[src/hdl/ggnh_pkg.sv]
`timescale 1ns / 1ps
// ----------------------------------------------------------------------------
// ggnh_pkg
// Shared types and codes for the greedy geographic next-hop selector.
// ----------------------------------------------------------------------------
package ggnh_pkg;

  localparam int ADDR_W   = 32;
  localparam int DIST_W   = 17;
  localparam int STATUS_W = 3;

  typedef enum logic [STATUS_W-1:0] {
    ST_ADDED     = 3'd0,
    ST_UPDATED   = 3'd1,
    ST_UNCHANGED = 3'd2,
    ST_OWN       = 3'd3,
    ST_FULL      = 3'd4,
    ST_HOP       = 3'd5,
    ST_DEAD      = 3'd6
  } status_t;

  typedef enum logic [1:0] {
    CFG_OWN_ADDR = 2'd0,
    CFG_OWN_X    = 2'd1,
    CFG_OWN_Y    = 2'd2
  } cfg_idx_t;

  typedef enum logic [2:0] {
    S_IDLE,
    S_SCAN,
    S_OWN_WAIT,
    S_DRAIN,
    S_WRITE,
    S_OUT
  } state_t;

  localparam logic OP_ADV   = 1'b0;
  localparam logic OP_QUERY = 1'b1;

endpackage

[src/hdl/ggnh_isqrt.sv]
`timescale 1ns / 1ps
// ----------------------------------------------------------------------------
// ggnh_isqrt
// Pipelined floor square root, two result bits per stage.
// ----------------------------------------------------------------------------
module ggnh_isqrt #(
  parameter int IN_W  = 34,
  parameter int TAG_W = 8
) (
  input  logic                 clk,
  input  logic                 rst,
  input  logic                 in_valid,
  input  logic [IN_W-1:0]      in_val,
  input  logic [TAG_W-1:0]     in_tag,
  output logic                 out_valid,
  output logic [(IN_W+1)/2-1:0] out_root,
  output logic [TAG_W-1:0]     out_tag
);

  localparam int RW = (IN_W + 1) / 2;
  localparam int VW = 2 * RW;
  // Each stage resolves two root bits
  localparam int NS = (RW + 1) / 2;

  logic [VW-1:0]    rem [0:NS];
  logic [RW-1:0]    root [0:NS];
  logic [VW-1:0]    rad [0:NS];
  logic [TAG_W-1:0] tag [0:NS];
  logic             vld [0:NS];

  assign rem[0]  = '0;
  assign root[0] = '0;
  assign rad[0]  = VW'(in_val);
  assign tag[0]  = in_tag;
  assign vld[0]  = in_valid;

  for (genvar s = 0; s < NS; s++) begin : g_stage
    logic [VW-1:0] rm [0:2];
    logic [RW-1:0] rt [0:2];
    logic [VW-1:0] rd [0:2];
    always_comb begin
      logic [VW+1:0] trial;
      trial = '0;
      rm[0] = rem[s];
      rt[0] = root[s];
      rd[0] = rad[s];
      for (int k = 0; k < 2; k++) begin
        if ((s * 2 + k) < RW) begin
          trial = {rm[k], rd[k][VW-1 -: 2]} - {rt[k], 2'b01};
          if (!trial[VW+1]) begin
            rm[k+1] = trial[VW-1:0];
            rt[k+1] = {rt[k][RW-2:0], 1'b1};
          end else begin
            rm[k+1] = {rm[k][VW-3:0], rd[k][VW-1 -: 2]};
            rt[k+1] = {rt[k][RW-2:0], 1'b0};
          end
          rd[k+1] = {rd[k][VW-3:0], 2'b00};
        end else begin
          rm[k+1] = rm[k];
          rt[k+1] = rt[k];
          rd[k+1] = rd[k];
        end
      end
    end
    always_ff @(posedge clk) begin
      if (rst) begin
        vld[s+1] <= 1'b0;
      end else begin
        vld[s+1] <= vld[s];
      end
      rem[s+1]  <= rm[2];
      root[s+1] <= rt[2];
      rad[s+1]  <= rd[2];
      tag[s+1]  <= tag[s];
    end
  end

  assign out_valid = vld[NS];
  assign out_root  = root[NS];
  assign out_tag   = tag[NS];

endmodule

[src/hdl/greedy_geo_next_hop.sv]
`timescale 1ns / 1ps
// Advertisement: a table scan through the entry memory, then the write; route
// query: a table scan (one memory read per cycle into the pipelined square
// root), then a drain of that pipeline.
// Throughput: one item at a time; the next item is taken the cycle after the
// result leaves the output register.
// Reset (rst, synchronous): valid bits cleared, configuration registers zero, no sweep.
// ----------------------------------------------------------------------------
// greedy_geo_next_hop
// Neighbor table with greedy geographic next-hop selection.
// ----------------------------------------------------------------------------
module greedy_geo_next_hop
  import ggnh_pkg::*;
#(
  parameter int TABLE_ENTRIES = 16,
  parameter int COORD_BITS    = 16
) (
  input  logic              clk,
  input  logic              rst,
  input  logic              in_valid,
  output logic              in_stall,
  input  logic              opcode,
  input  logic [31:0]       item_addr,
  input  logic [15:0]       pos_x,
  input  logic [15:0]       pos_y,
  output logic              out_valid,
  input  logic              out_stall,
  output logic [2:0]        status,
  output logic [31:0]       next_hop_addr,
  output logic [16:0]       next_hop_distance,
  input  logic              cfg_we,
  input  logic [1:0]        cfg_index,
  input  logic [31:0]       cfg_data
);

  localparam int IW = (TABLE_ENTRIES > 1) ? $clog2(TABLE_ENTRIES) : 1;
  localparam int CW = IW + 1;
  localparam int CB = COORD_BITS;
  localparam int SQ = 2 * CB + 1;
  localparam int RW = (SQ + 1) / 2;
  localparam int NS = (RW + 1) / 2;
  // Tag through the root pipeline: own-position flag and neighbor address
  localparam int TW = ADDR_W + 1;
  localparam logic [TW-1:0] OWN_TAG = {1'b1, {ADDR_W{1'b0}}};

  logic [ADDR_W-1:0] own_addr;
  logic [CB-1:0]     own_x, own_y;

  always_ff @(posedge clk) begin
    if (rst) begin
      own_addr <= '0;
      own_x    <= '0;
      own_y    <= '0;
    end else if (cfg_we) begin
      case (cfg_index)
        CFG_OWN_ADDR: own_addr <= cfg_data;
        CFG_OWN_X:    own_x    <= CB'(cfg_data[15:0]);
        CFG_OWN_Y:    own_y    <= CB'(cfg_data[15:0]);
        default: ;
      endcase
    end
  end

  // Entry memory: address and position, registered read
  logic [ADDR_W+2*CB-1:0] mem [0:TABLE_ENTRIES-1];
  logic [ADDR_W+2*CB-1:0] rd_data;
  logic [IW-1:0]          rd_idx;
  logic                   wr_en;
  logic [IW-1:0]          wr_idx;
  logic [ADDR_W+2*CB-1:0] wr_data;
  logic [TABLE_ENTRIES-1:0] valid_q;

  always_ff @(posedge clk) begin
    if (wr_en) mem[wr_idx] <= wr_data;
    rd_data <= mem[rd_idx];
  end

  state_t state, state_next;
  logic              op_q;
  logic              is_query;
  logic [ADDR_W-1:0] addr_q;
  logic [CB-1:0]     px_q, py_q;
  logic [CW-1:0]     cnt;
  logic              rd_pend;
  logic [IW-1:0]     rd_pend_idx;
  logic              hit, have_free;
  logic [IW-1:0]     hit_idx, free_idx;
  logic              pos_eq;
  logic              found;
  logic [RW-1:0]     best;
  logic [ADDR_W-1:0] best_addr;
  logic [NS+1:0]     drain;
  logic              res_valid;
  status_t           res_status;
  logic [ADDR_W-1:0] res_addr;
  logic [DIST_W-1:0] res_dist;

  assign is_query = (op_q == OP_QUERY);

  logic [ADDR_W-1:0] e_addr;
  logic [CB-1:0]     e_x, e_y;
  assign e_addr = rd_data[ADDR_W+2*CB-1 -: ADDR_W];
  assign e_x    = rd_data[2*CB-1 -: CB];
  assign e_y    = rd_data[CB-1:0];

  // Squared distance stages: registered squares, then registered sum
  logic          sq_valid;
  logic [SQ-1:0] sq_val;
  logic [TW-1:0] sq_tag;
  logic [CB-1:0] ax, ay;
  logic          a_valid;
  logic [TW-1:0] a_tag;

  always_comb begin
    if (state == S_OWN_WAIT && cnt == '0) begin
      ax = own_x;
      ay = own_y;
    end else begin
      ax = e_x;
      ay = e_y;
    end
  end

  logic [CB-1:0] dx, dy;
  assign dx = (ax > px_q) ? ax - px_q : px_q - ax;
  assign dy = (ay > py_q) ? ay - py_q : py_q - ay;

  logic [2*CB-1:0] dx2, dy2;
  logic            m_valid;
  logic [TW-1:0]   m_tag;
  always_ff @(posedge clk) begin
    if (rst) begin
      m_valid  <= 1'b0;
      sq_valid <= 1'b0;
    end else begin
      m_valid  <= a_valid;
      sq_valid <= m_valid;
    end
    dx2    <= dx * dx;
    dy2    <= dy * dy;
    m_tag  <= a_tag;
    sq_val <= SQ'(dx2) + SQ'(dy2);
    sq_tag <= m_tag;
  end

  logic          r_valid;
  logic [RW-1:0] r_root;
  logic [TW-1:0] r_tag;

  ggnh_isqrt #(.IN_W(SQ), .TAG_W(TW)) u_isqrt (
    .clk       (clk),
    .rst       (rst),
    .in_valid  (sq_valid),
    .in_val    (sq_val),
    .in_tag    (sq_tag),
    .out_valid (r_valid),
    .out_root  (r_root),
    .out_tag   (r_tag)
  );

  assign in_stall = (state != S_IDLE) || res_valid;
  assign rd_idx   = cnt[IW-1:0];

  always_comb begin
    state_next = state;
    a_valid    = 1'b0;
    a_tag      = OWN_TAG;
    case (state)
      S_IDLE:     if (in_valid && !in_stall) state_next = S_OWN_WAIT;
      S_OWN_WAIT: begin
        if (is_query) begin
          a_valid = 1'b1;
          a_tag   = OWN_TAG;
        end
        state_next = S_SCAN;
      end
      S_SCAN: begin
        if (is_query && rd_pend) begin
          a_valid = 1'b1;
          a_tag   = {1'b0, e_addr};
        end
        if (cnt == CW'(TABLE_ENTRIES) && !rd_pend) begin
          state_next = is_query ? S_DRAIN : S_WRITE;
        end
      end
      S_DRAIN:    if (drain == '0) state_next = S_OUT;
      S_WRITE:    state_next = S_IDLE;
      S_OUT:      state_next = S_IDLE;
      default:    state_next = S_IDLE;
    endcase
  end

  status_t adv_status;
  always_comb begin
    wr_en   = 1'b0;
    wr_idx  = free_idx;
    wr_data = {addr_q, px_q, py_q};
    if (addr_q == own_addr) begin
      adv_status = ST_OWN;
    end else if (hit) begin
      wr_idx = hit_idx;
      if (pos_eq) begin
        adv_status = ST_UNCHANGED;
      end else begin
        adv_status = ST_UPDATED;
        wr_en = (state == S_WRITE);
      end
    end else if (have_free) begin
      adv_status = ST_ADDED;
      wr_en = (state == S_WRITE);
    end else begin
      adv_status = ST_FULL;
    end
  end

  always_ff @(posedge clk) begin
    if (rst) begin
      state     <= S_IDLE;
      valid_q   <= '0;
      res_valid <= 1'b0;
      rd_pend   <= 1'b0;
      drain     <= '0;
    end else begin
      state <= state_next;
      if (res_valid && !out_stall) res_valid <= 1'b0;
      case (state)
        S_IDLE: if (in_valid && !in_stall) begin
          op_q      <= opcode;
          addr_q    <= item_addr;
          px_q      <= CB'(pos_x);
          py_q      <= CB'(pos_y);
          cnt       <= '0;
          hit       <= 1'b0;
          have_free <= 1'b0;
          hit_idx   <= '0;
          free_idx  <= '0;
          found     <= 1'b0;
          best      <= '0;
          best_addr <= '0;
          drain     <= '0;
        end
        S_SCAN: begin
          rd_pend <= 1'b0;
          if (cnt != CW'(TABLE_ENTRIES)) begin
            if (valid_q[cnt[IW-1:0]]) begin
              rd_pend     <= 1'b1;
              rd_pend_idx <= cnt[IW-1:0];
            end else if (!have_free) begin
              have_free <= 1'b1;
              free_idx  <= cnt[IW-1:0];
            end
            cnt <= cnt + 1'b1;
          end
          if (rd_pend && !is_query && !hit && e_addr == addr_q) begin
            hit     <= 1'b1;
            hit_idx <= rd_pend_idx;
            pos_eq  <= (e_x == px_q) && (e_y == py_q);
          end
          if (a_valid) drain <= {drain[NS:0], 1'b1};
          else drain <= {drain[NS:0], 1'b0};
        end
        S_OWN_WAIT: drain <= {drain[NS:0], a_valid};
        S_DRAIN: begin
          drain <= {drain[NS:0], 1'b0};
          if (drain == '0) begin
            res_valid  <= 1'b1;
            res_status <= found ? ST_HOP : ST_DEAD;
            res_addr   <= found ? best_addr : '0;
            res_dist   <= found ? ((RW > DIST_W && (best >> DIST_W) != '0) ?
                                   '1 : DIST_W'(best)) : '0;
          end
        end
        S_WRITE: begin
          if (wr_en) valid_q[wr_idx] <= 1'b1;
          res_valid  <= 1'b1;
          res_status <= adv_status;
          res_addr   <= '0;
          res_dist   <= '0;
        end
        default: ;
      endcase
      // Minimum tracking as roots come out of the pipeline
      if (r_valid) begin
        if (r_tag[ADDR_W]) begin
          best <= r_root;
        end else if (r_root < best || (r_root == best &&
                     (!found || r_tag[ADDR_W-1:0] < best_addr))) begin
          best      <= r_root;
          best_addr <= r_tag[ADDR_W-1:0];
          found     <= 1'b1;
        end
      end
    end
  end

  assign out_valid         = res_valid;
  assign status            = res_status;
  assign next_hop_addr     = res_addr;
  assign next_hop_distance = res_dist;

`ifndef SYNTHESIS
  a_no_accept_busy: assert property (@(posedge clk) disable iff (rst)
    (state != S_IDLE) |-> in_stall) else $error("accept while busy");
  a_res_hold: assert property (@(posedge clk) disable iff (rst)
    (res_valid && out_stall) |=> res_valid) else $error("result dropped");
  a_write_adv: assert property (@(posedge clk) disable iff (rst)
    wr_en |-> (state == S_WRITE && !is_query)) else $error("stray write");
  a_hop_addr: assert property (@(posedge clk) disable iff (rst)
    (res_valid && res_status != ST_HOP) |-> (res_addr == '0))
    else $error("addr without hop");
`endif

endmodule

[config.mk]
export PLATFORM = sky130hd
export DESIGN_NAME = greedy_geo_next_hop
export DESIGN_NICKNAME = d
export VERILOG_FILES = /design/src/hdl/ggnh_pkg.sv /design/src/hdl/ggnh_isqrt.sv /design/src/hdl/greedy_geo_next_hop.sv
export SDC_FILE = /design/constraint.sdc
export NUM_CORES = 2
export LEC_CHECK = 0
export ABC_AREA = 1
export ABC_CLOCK_PERIOD_IN_PS = 11100
export BUFFER_PORTS_ARGS = -buffer_cell sky130_fd_sc_hd__buf_2
export CAP_MARGIN = 20
export CORE_MARGIN = 10
export CORE_UTILIZATION = 50
export DETAILED_ROUTE_END_ITERATION = 8
export GPL_ROUTABILITY_DRIVEN = 0
export PLACE_DENSITY = 0.66
export REMOVE_ABC_BUFFERS = 1
export SYNTH_ARGS = -nofsm -noshare
export SYNTH_HDL_FRONTEND = slang
export SYNTH_SLANG_ARGS = --single-unit
[constraint.sdc]
create_clock -name clk -period 11.1 [get_ports clk]
set_input_delay 1.665 -clock clk [delete_from_list [all_inputs] [get_ports clk]]
set_output_delay 1.665 -clock clk [all_outputs]
set_load 0.02 [all_outputs]
# == Yosys cells after proc, flatten, opt, wreduce, memory -nomap -nowiden ==
# Memories as Yosys holds them, arrays and structs flattened. A register that Yosys moved wholly into a read port is not among the register bits.
# Cells that the tools add are included.
# totals
reg_bits,1243
ram_bits,1024
output_inout_bits,54
wordCells,284
mem_count,1
# mem_list
name,depth,width,read_ports,rd_clocked_by_memory_dff,write_ports,line_no,source
mem,16,64,1,1,1,greedy_geo_next_hop.sv:65,logic [ADDR_W+2*CB-1:0] mem [0:TABLE_ENTRIES-1];
# classes
add_sub_neg,23
mul,2
magnitude_cmp,7
n_eq_ne,20
mux,110
n_bitwise,2
reduce_logical,43
# ops
operator,n
2-to-1 mux 34 bit,16
2-to-1 mux 32 bit,7
2-to-1 mux 17 bit,7
equality test 32 bit,2
multiplier 16 x 16 -> 32 bit,2
2-to-1 mux 16 bit,4
case mux 32 bit (2 select lines),1
subtractor 16 bit,4
case mux 11 bit (4 select lines),1
2-to-1 mux 1 bit,41
subtractor 36 x 10 -> 36 bit,1
subtractor 36 x 11 -> 36 bit,1
subtractor 36 x 12 -> 36 bit,1
subtractor 36 x 13 -> 36 bit,1
subtractor 36 x 14 -> 36 bit,1
subtractor 36 x 15 -> 36 bit,1
subtractor 36 x 16 -> 36 bit,1
subtractor 36 x 17 -> 36 bit,1
subtractor 36 x 18 -> 36 bit,1
subtractor 36 x 3 -> 36 bit,1
subtractor 36 x 4 -> 36 bit,1
subtractor 36 x 5 -> 36 bit,1
subtractor 36 x 6 -> 36 bit,1
subtractor 36 x 7 -> 36 bit,1
51 further kinds,108

# == Longest topological paths before layout ==
# logic_depth
ltp_word,9
ltp_mapped,51

# == Cells and area by module ==
# From an unflattened synthesis, not the netlist that was laid out.
# unflattened
hier_cells,13039
area_unflattened_um2,116051.3
# by_module_without_submodules
module,instances,cells_each,area_each_um2
greedy_geo_next_hop,1,7267,76975.1
ggnh_isqrt,1,5772,39076.2

# == Least setup slack after synthesis ==
# Ideal clock, no wire load.
# synth_path
path_type,register to register
startpoint,reg cnt[0]
endpoint,reg dy2[26]
arrival_ns,10.059
required_ns,10.980
path_slack_ns,0.922
path_stages_with_launch,46
path_buffers,6
cell_sequence,edfxtp_1 > clkbuf_1 > clkinv_1 > clkbuf_1 > clkbuf_1 > clkbuf_1 > ha_1 > nand3_1 > nor3_1 > clkbuf_1 > nand2_1 > o21ai_0 > inv_1 > ha_1 > fa_1 > o21ai_1 > a21oi_1 > o21ai_1 > (+10 left out) > inv_1 > fa_1 > inv_1 > fa_1 > inv_1 > fa_1 > inv_1 > fa_1 > inv_1 > ha_1 > a21oi_1 > o21ai_0 > a21oi_1 > o21ai_0 > a21oi_1 > o21ai_0 > a21oi_1 > xnor2_1
# synth_via
elab_chain_len,6
word_cells_on_any_way,8
cone_classes,add/sub (2); mul (1); order compare (1); mux (2); reduce/logical (2)
# synth_lines
element,line_no,source
"start, declared",greedy_geo_next_hop.sv:83,logic [CW-1:0] cnt;
"start signal, assigned",greedy_geo_next_hop.sv:252,cnt <= cnt + 1'b1;
logical NOT 5 bit *,greedy_geo_next_hop.sv:115,if (state == S_OWN_WAIT && cnt == '0) begin
logical AND 1 bit *,greedy_geo_next_hop.sv:115,
2-to-1 mux 16 bit *,greedy_geo_next_hop.sv:115,
subtractor 16 bit / > comparator 16 bit (equally long branches),greedy_geo_next_hop.sv:126,assign dy = (ay > py_q) ? ay - py_q : py_q - ay;
2-to-1 mux 16 bit *,greedy_geo_next_hop.sv:126,
multiplier 16 x 16 -> 32 bit *,greedy_geo_next_hop.sv:140,dy2 <= dy * dy;
"end signal, assigned",greedy_geo_next_hop.sv:140,
"end, declared",greedy_geo_next_hop.sv:128,"logic [2*CB-1:0] dx2, dy2;"
# Mark *: on every way between the ends. The rest lies on a longest branch, timed or not.
# A chain may end at the register's enable or synchronous reset.

# == Worst setup path after layout ==
# Ends and elaborated chain as after synthesis.

==> flow_summary.yaml <==
cts:
  htree_levels: 4
  cts_tree: "done"
  path_clk_slew_ns: 0.06
  cts_hold_buf: 0
  cts.sinks: 2300
  numCtsBuffers: 228
  clkLatencyLatePin_ns: 0.91
  root_buffer: "clkbuf_16"
  cts.path.max_buffers: 3
floorplan:
  std_cell_rows: 175
  die_w_um: 499
  die_y_um: 499
  initial_core_util_pct: 50.4
  dieArea_mm2: 0.249
  core_mm2: 0.228
  num_io_pins: 158
sta:
  finalSetupViolations: 0
  drv_slew: 0
  holdWs_ns: 0.263
  skew_ns: 0.127
  worstMarginPinSlew_ns: 1.20
  hold_viol_final: 0
  fmax_ghz: 0.0951
  relSlewSlack_pct: 19.4
  fin_crit_ns: 10.51
  timing.final.crit_share_pct: 94.7
  rsz0062_at_grt: "no"
setup_path:
  crit_required_ns: 11.84
  critPathLaunchType: "flip-flop"
  cpPeakStageDelay_ns: 0.80
  worstPathArrival_ns: 11.25
  criticalPathCategory: "reg -> reg"
  r2r_cells: 38
  crit_fanout: 39
  crit_path_frequent_cell: "fa_1"
  end_kind: "flip-flop"
  slowest_stage: "xor2_1"
synth:
  syn_inst: 12773
  synth_area_leaders: "edfxtp_1 32%, dfxtp_1 19%, nand2_1 9.4%, fa_1 5.7%, ha_1 5.3%"
  netlist-cell-type-count: 70
  yosysMostFrequentCell: "nand2_1"
  synth-seq-cells: 2300
  synthArstFlopShare_pct: 0
  synthTopCellsByCount: "2890 x nand2_1, 1605 x nor2_1, 1577 x inv_1"
  synth_edf_count: 1211
  synth_flop_cell: "edfxtp_1"
  synth_largest_area_cell: "edfxtp_1"
  post_synth.cell_area_avg_um2: 9.00
  yosys_warnings: 0
  synth_top_area_share_pct: 31.6
  synth_area_mm2: 0.115
  ys_seq_area_share_pct: 50.6
placement:
  portBuffers: 157
  place_hpwl_um: 214000
route:
  ant_nets: 0
  via_count: 89037
  dr.first_iter.drc_count: 9717
  avgViaCountPerCell: 5.53
  drc: 0
  routed_wl_um: 313000
  first_pass_iters: 8
  wl_per_cell_um: 19.5
run:
  maxCapViolations: 0
finish:
  nFillCells: 19862
  final_util_pct: 55.5
  regArea_mm2: 0.0582
  multiInputGateArea_mm2: 0.0489
  area_growth_pct: 10.1
  nNetsFinal: 13791
  drive_gt1_share_pct: 6.36
grt:
  grt_pass1_vias: 85883
  grt.overflow.total: 0
  grt_first_pass_wirelength_um: 482000
  grtUsageTotal_pct: 24.2
  grt_max_degree: 266
  grt_antenna_before_repair: 12
worst_hold_path:
  hp-class: "reg -> reg"
  whs_path_depth: 0
run_status:
  status: "finished clean"
## repair_timing
action | in CTS | in global routing
gates resized for setup | 0 | 2
setup endpoints to repair | 0 | 29
endpoints found under the hold margin | 0 | 0
buffers inserted | 0 | 1
## registers in the layout, summed over array words and instances (netlist names), 32 cells and up
| signal | flops |
|---|---|
| sq_tag | 33 |
| u_isqrt.out_tag | 33 |
| best_addr | 32 |
| u_isqrt.g_stage.rt | 72 |
| own_addr | 32 |
| u_isqrt.g_stage.rd | 128 |
| mem | 1024 |
| next_hop_addr | 32 |
| u_isqrt.tag | 264 |
| m_tag | 33 |
| rd_data | 64 |
| addr_q | 32 |
| u_isqrt.g_stage.rm | 243 |
| sq_val | 33 |
## worst paths after layout
kind	from	endpoint	slack (ns)
hold reg to reg	sq_val[24]$_DFF_P_	u_isqrt.g_stage[1].rd[32]$_DFF_P_	0.26
setup reg to reg	cnt[0]$_SDFFCE_PN0P_	dy2[26]$_DFF_P_	0.59
setup / recovery	cnt[0]$_SDFFCE_PN0P_	dy2[26]$_DFF_P_	0.59
hold / removal	sq_val[24]$_DFF_P_	u_isqrt.g_stage[1].rd[32]$_DFF_P_	0.26
## worst max-delay path, delay by kind of cell (launching register included)
| family | cells | cell delay, ns |
|---|---|---|
| and+or+nand+nor | 5 | 0.83 |
| xor gates and xnor gates | 2 | 0.93 |
| adders and majority gates | 10 | 4.13 |
| AOI/OAI and AO/OA | 12 | 2.60 |
| DFF | 1 | 0.50 |
| buffers and inverters | 8 | 1.08 |
| muxes | 1 | 0.26 |
## placed cells by master, fill, tap and decap left out, types with 130 or more instances in the layout
master and instances:
fa_1 329, nor2_1 1603, dfxtp_1 1089, nand3_1 451, clkbuf_16 240, ha_1 489
o21ai_0 861, o22ai_1 162, buf_2 157, inv_1 1560, nand2_1 2889, xnor2_1 130
a21oi_1 417, edfxtp_1 1211, xor2_1 318
## metrics by stage
stage	instances	worst slack, ns	setup TNS (ns)	cell area (µm²)
after floorplan	12393	-15.81	-1580.69	113000
after global placement	15644	0.274	0	118000
after detailed placement	15644	0.129	0	118000
after CTS	16080	0.122	0	126000
after global routing	16086	0.0236	0	127000
final	16088	0.589	0	127000
## metal layers
layer | routed length, µm | share of wire, % | vias up | global-route usage [%]
met4 | 13400 | 4.3 | 2 | 9.84
met5 | 13 | 0.0042 | - | 0
met3 | 26900 | 8.6 | 814 | 3.58
met2 | 145000 | 46 | 4124 | 39.6
met1 | 128000 | 41 | 42140 | 32.2
li1 | - | - | 41957 | -
## kinds of logic after synthesis
kind of cell | share of synthesized area (%)
flops | 50.6
other cells | 0.00326
compound gates | 8.85
fa+ha+maj | 11.1
xor+xnor | 3.44
simple gates | 19.1
buf+inv | 6.86
mux | 0.0534
## cell type report
cell class / instances / share of cell area (%)
timing repair buffer: 246 / 1.24
clock inverter: 108 / 1.03
tap: 3009 / 2.97
clock buffer: 328 / 5.29
multi-input combinational: 8469 / 38.7
antenna: 4 / 0.00791
sequential: 2300 / 46.0
inverter: 1624 / 4.86
Power is not shown: default switching activity piles up to over one toggle a cycle in this logic, so the estimate is an artifact.
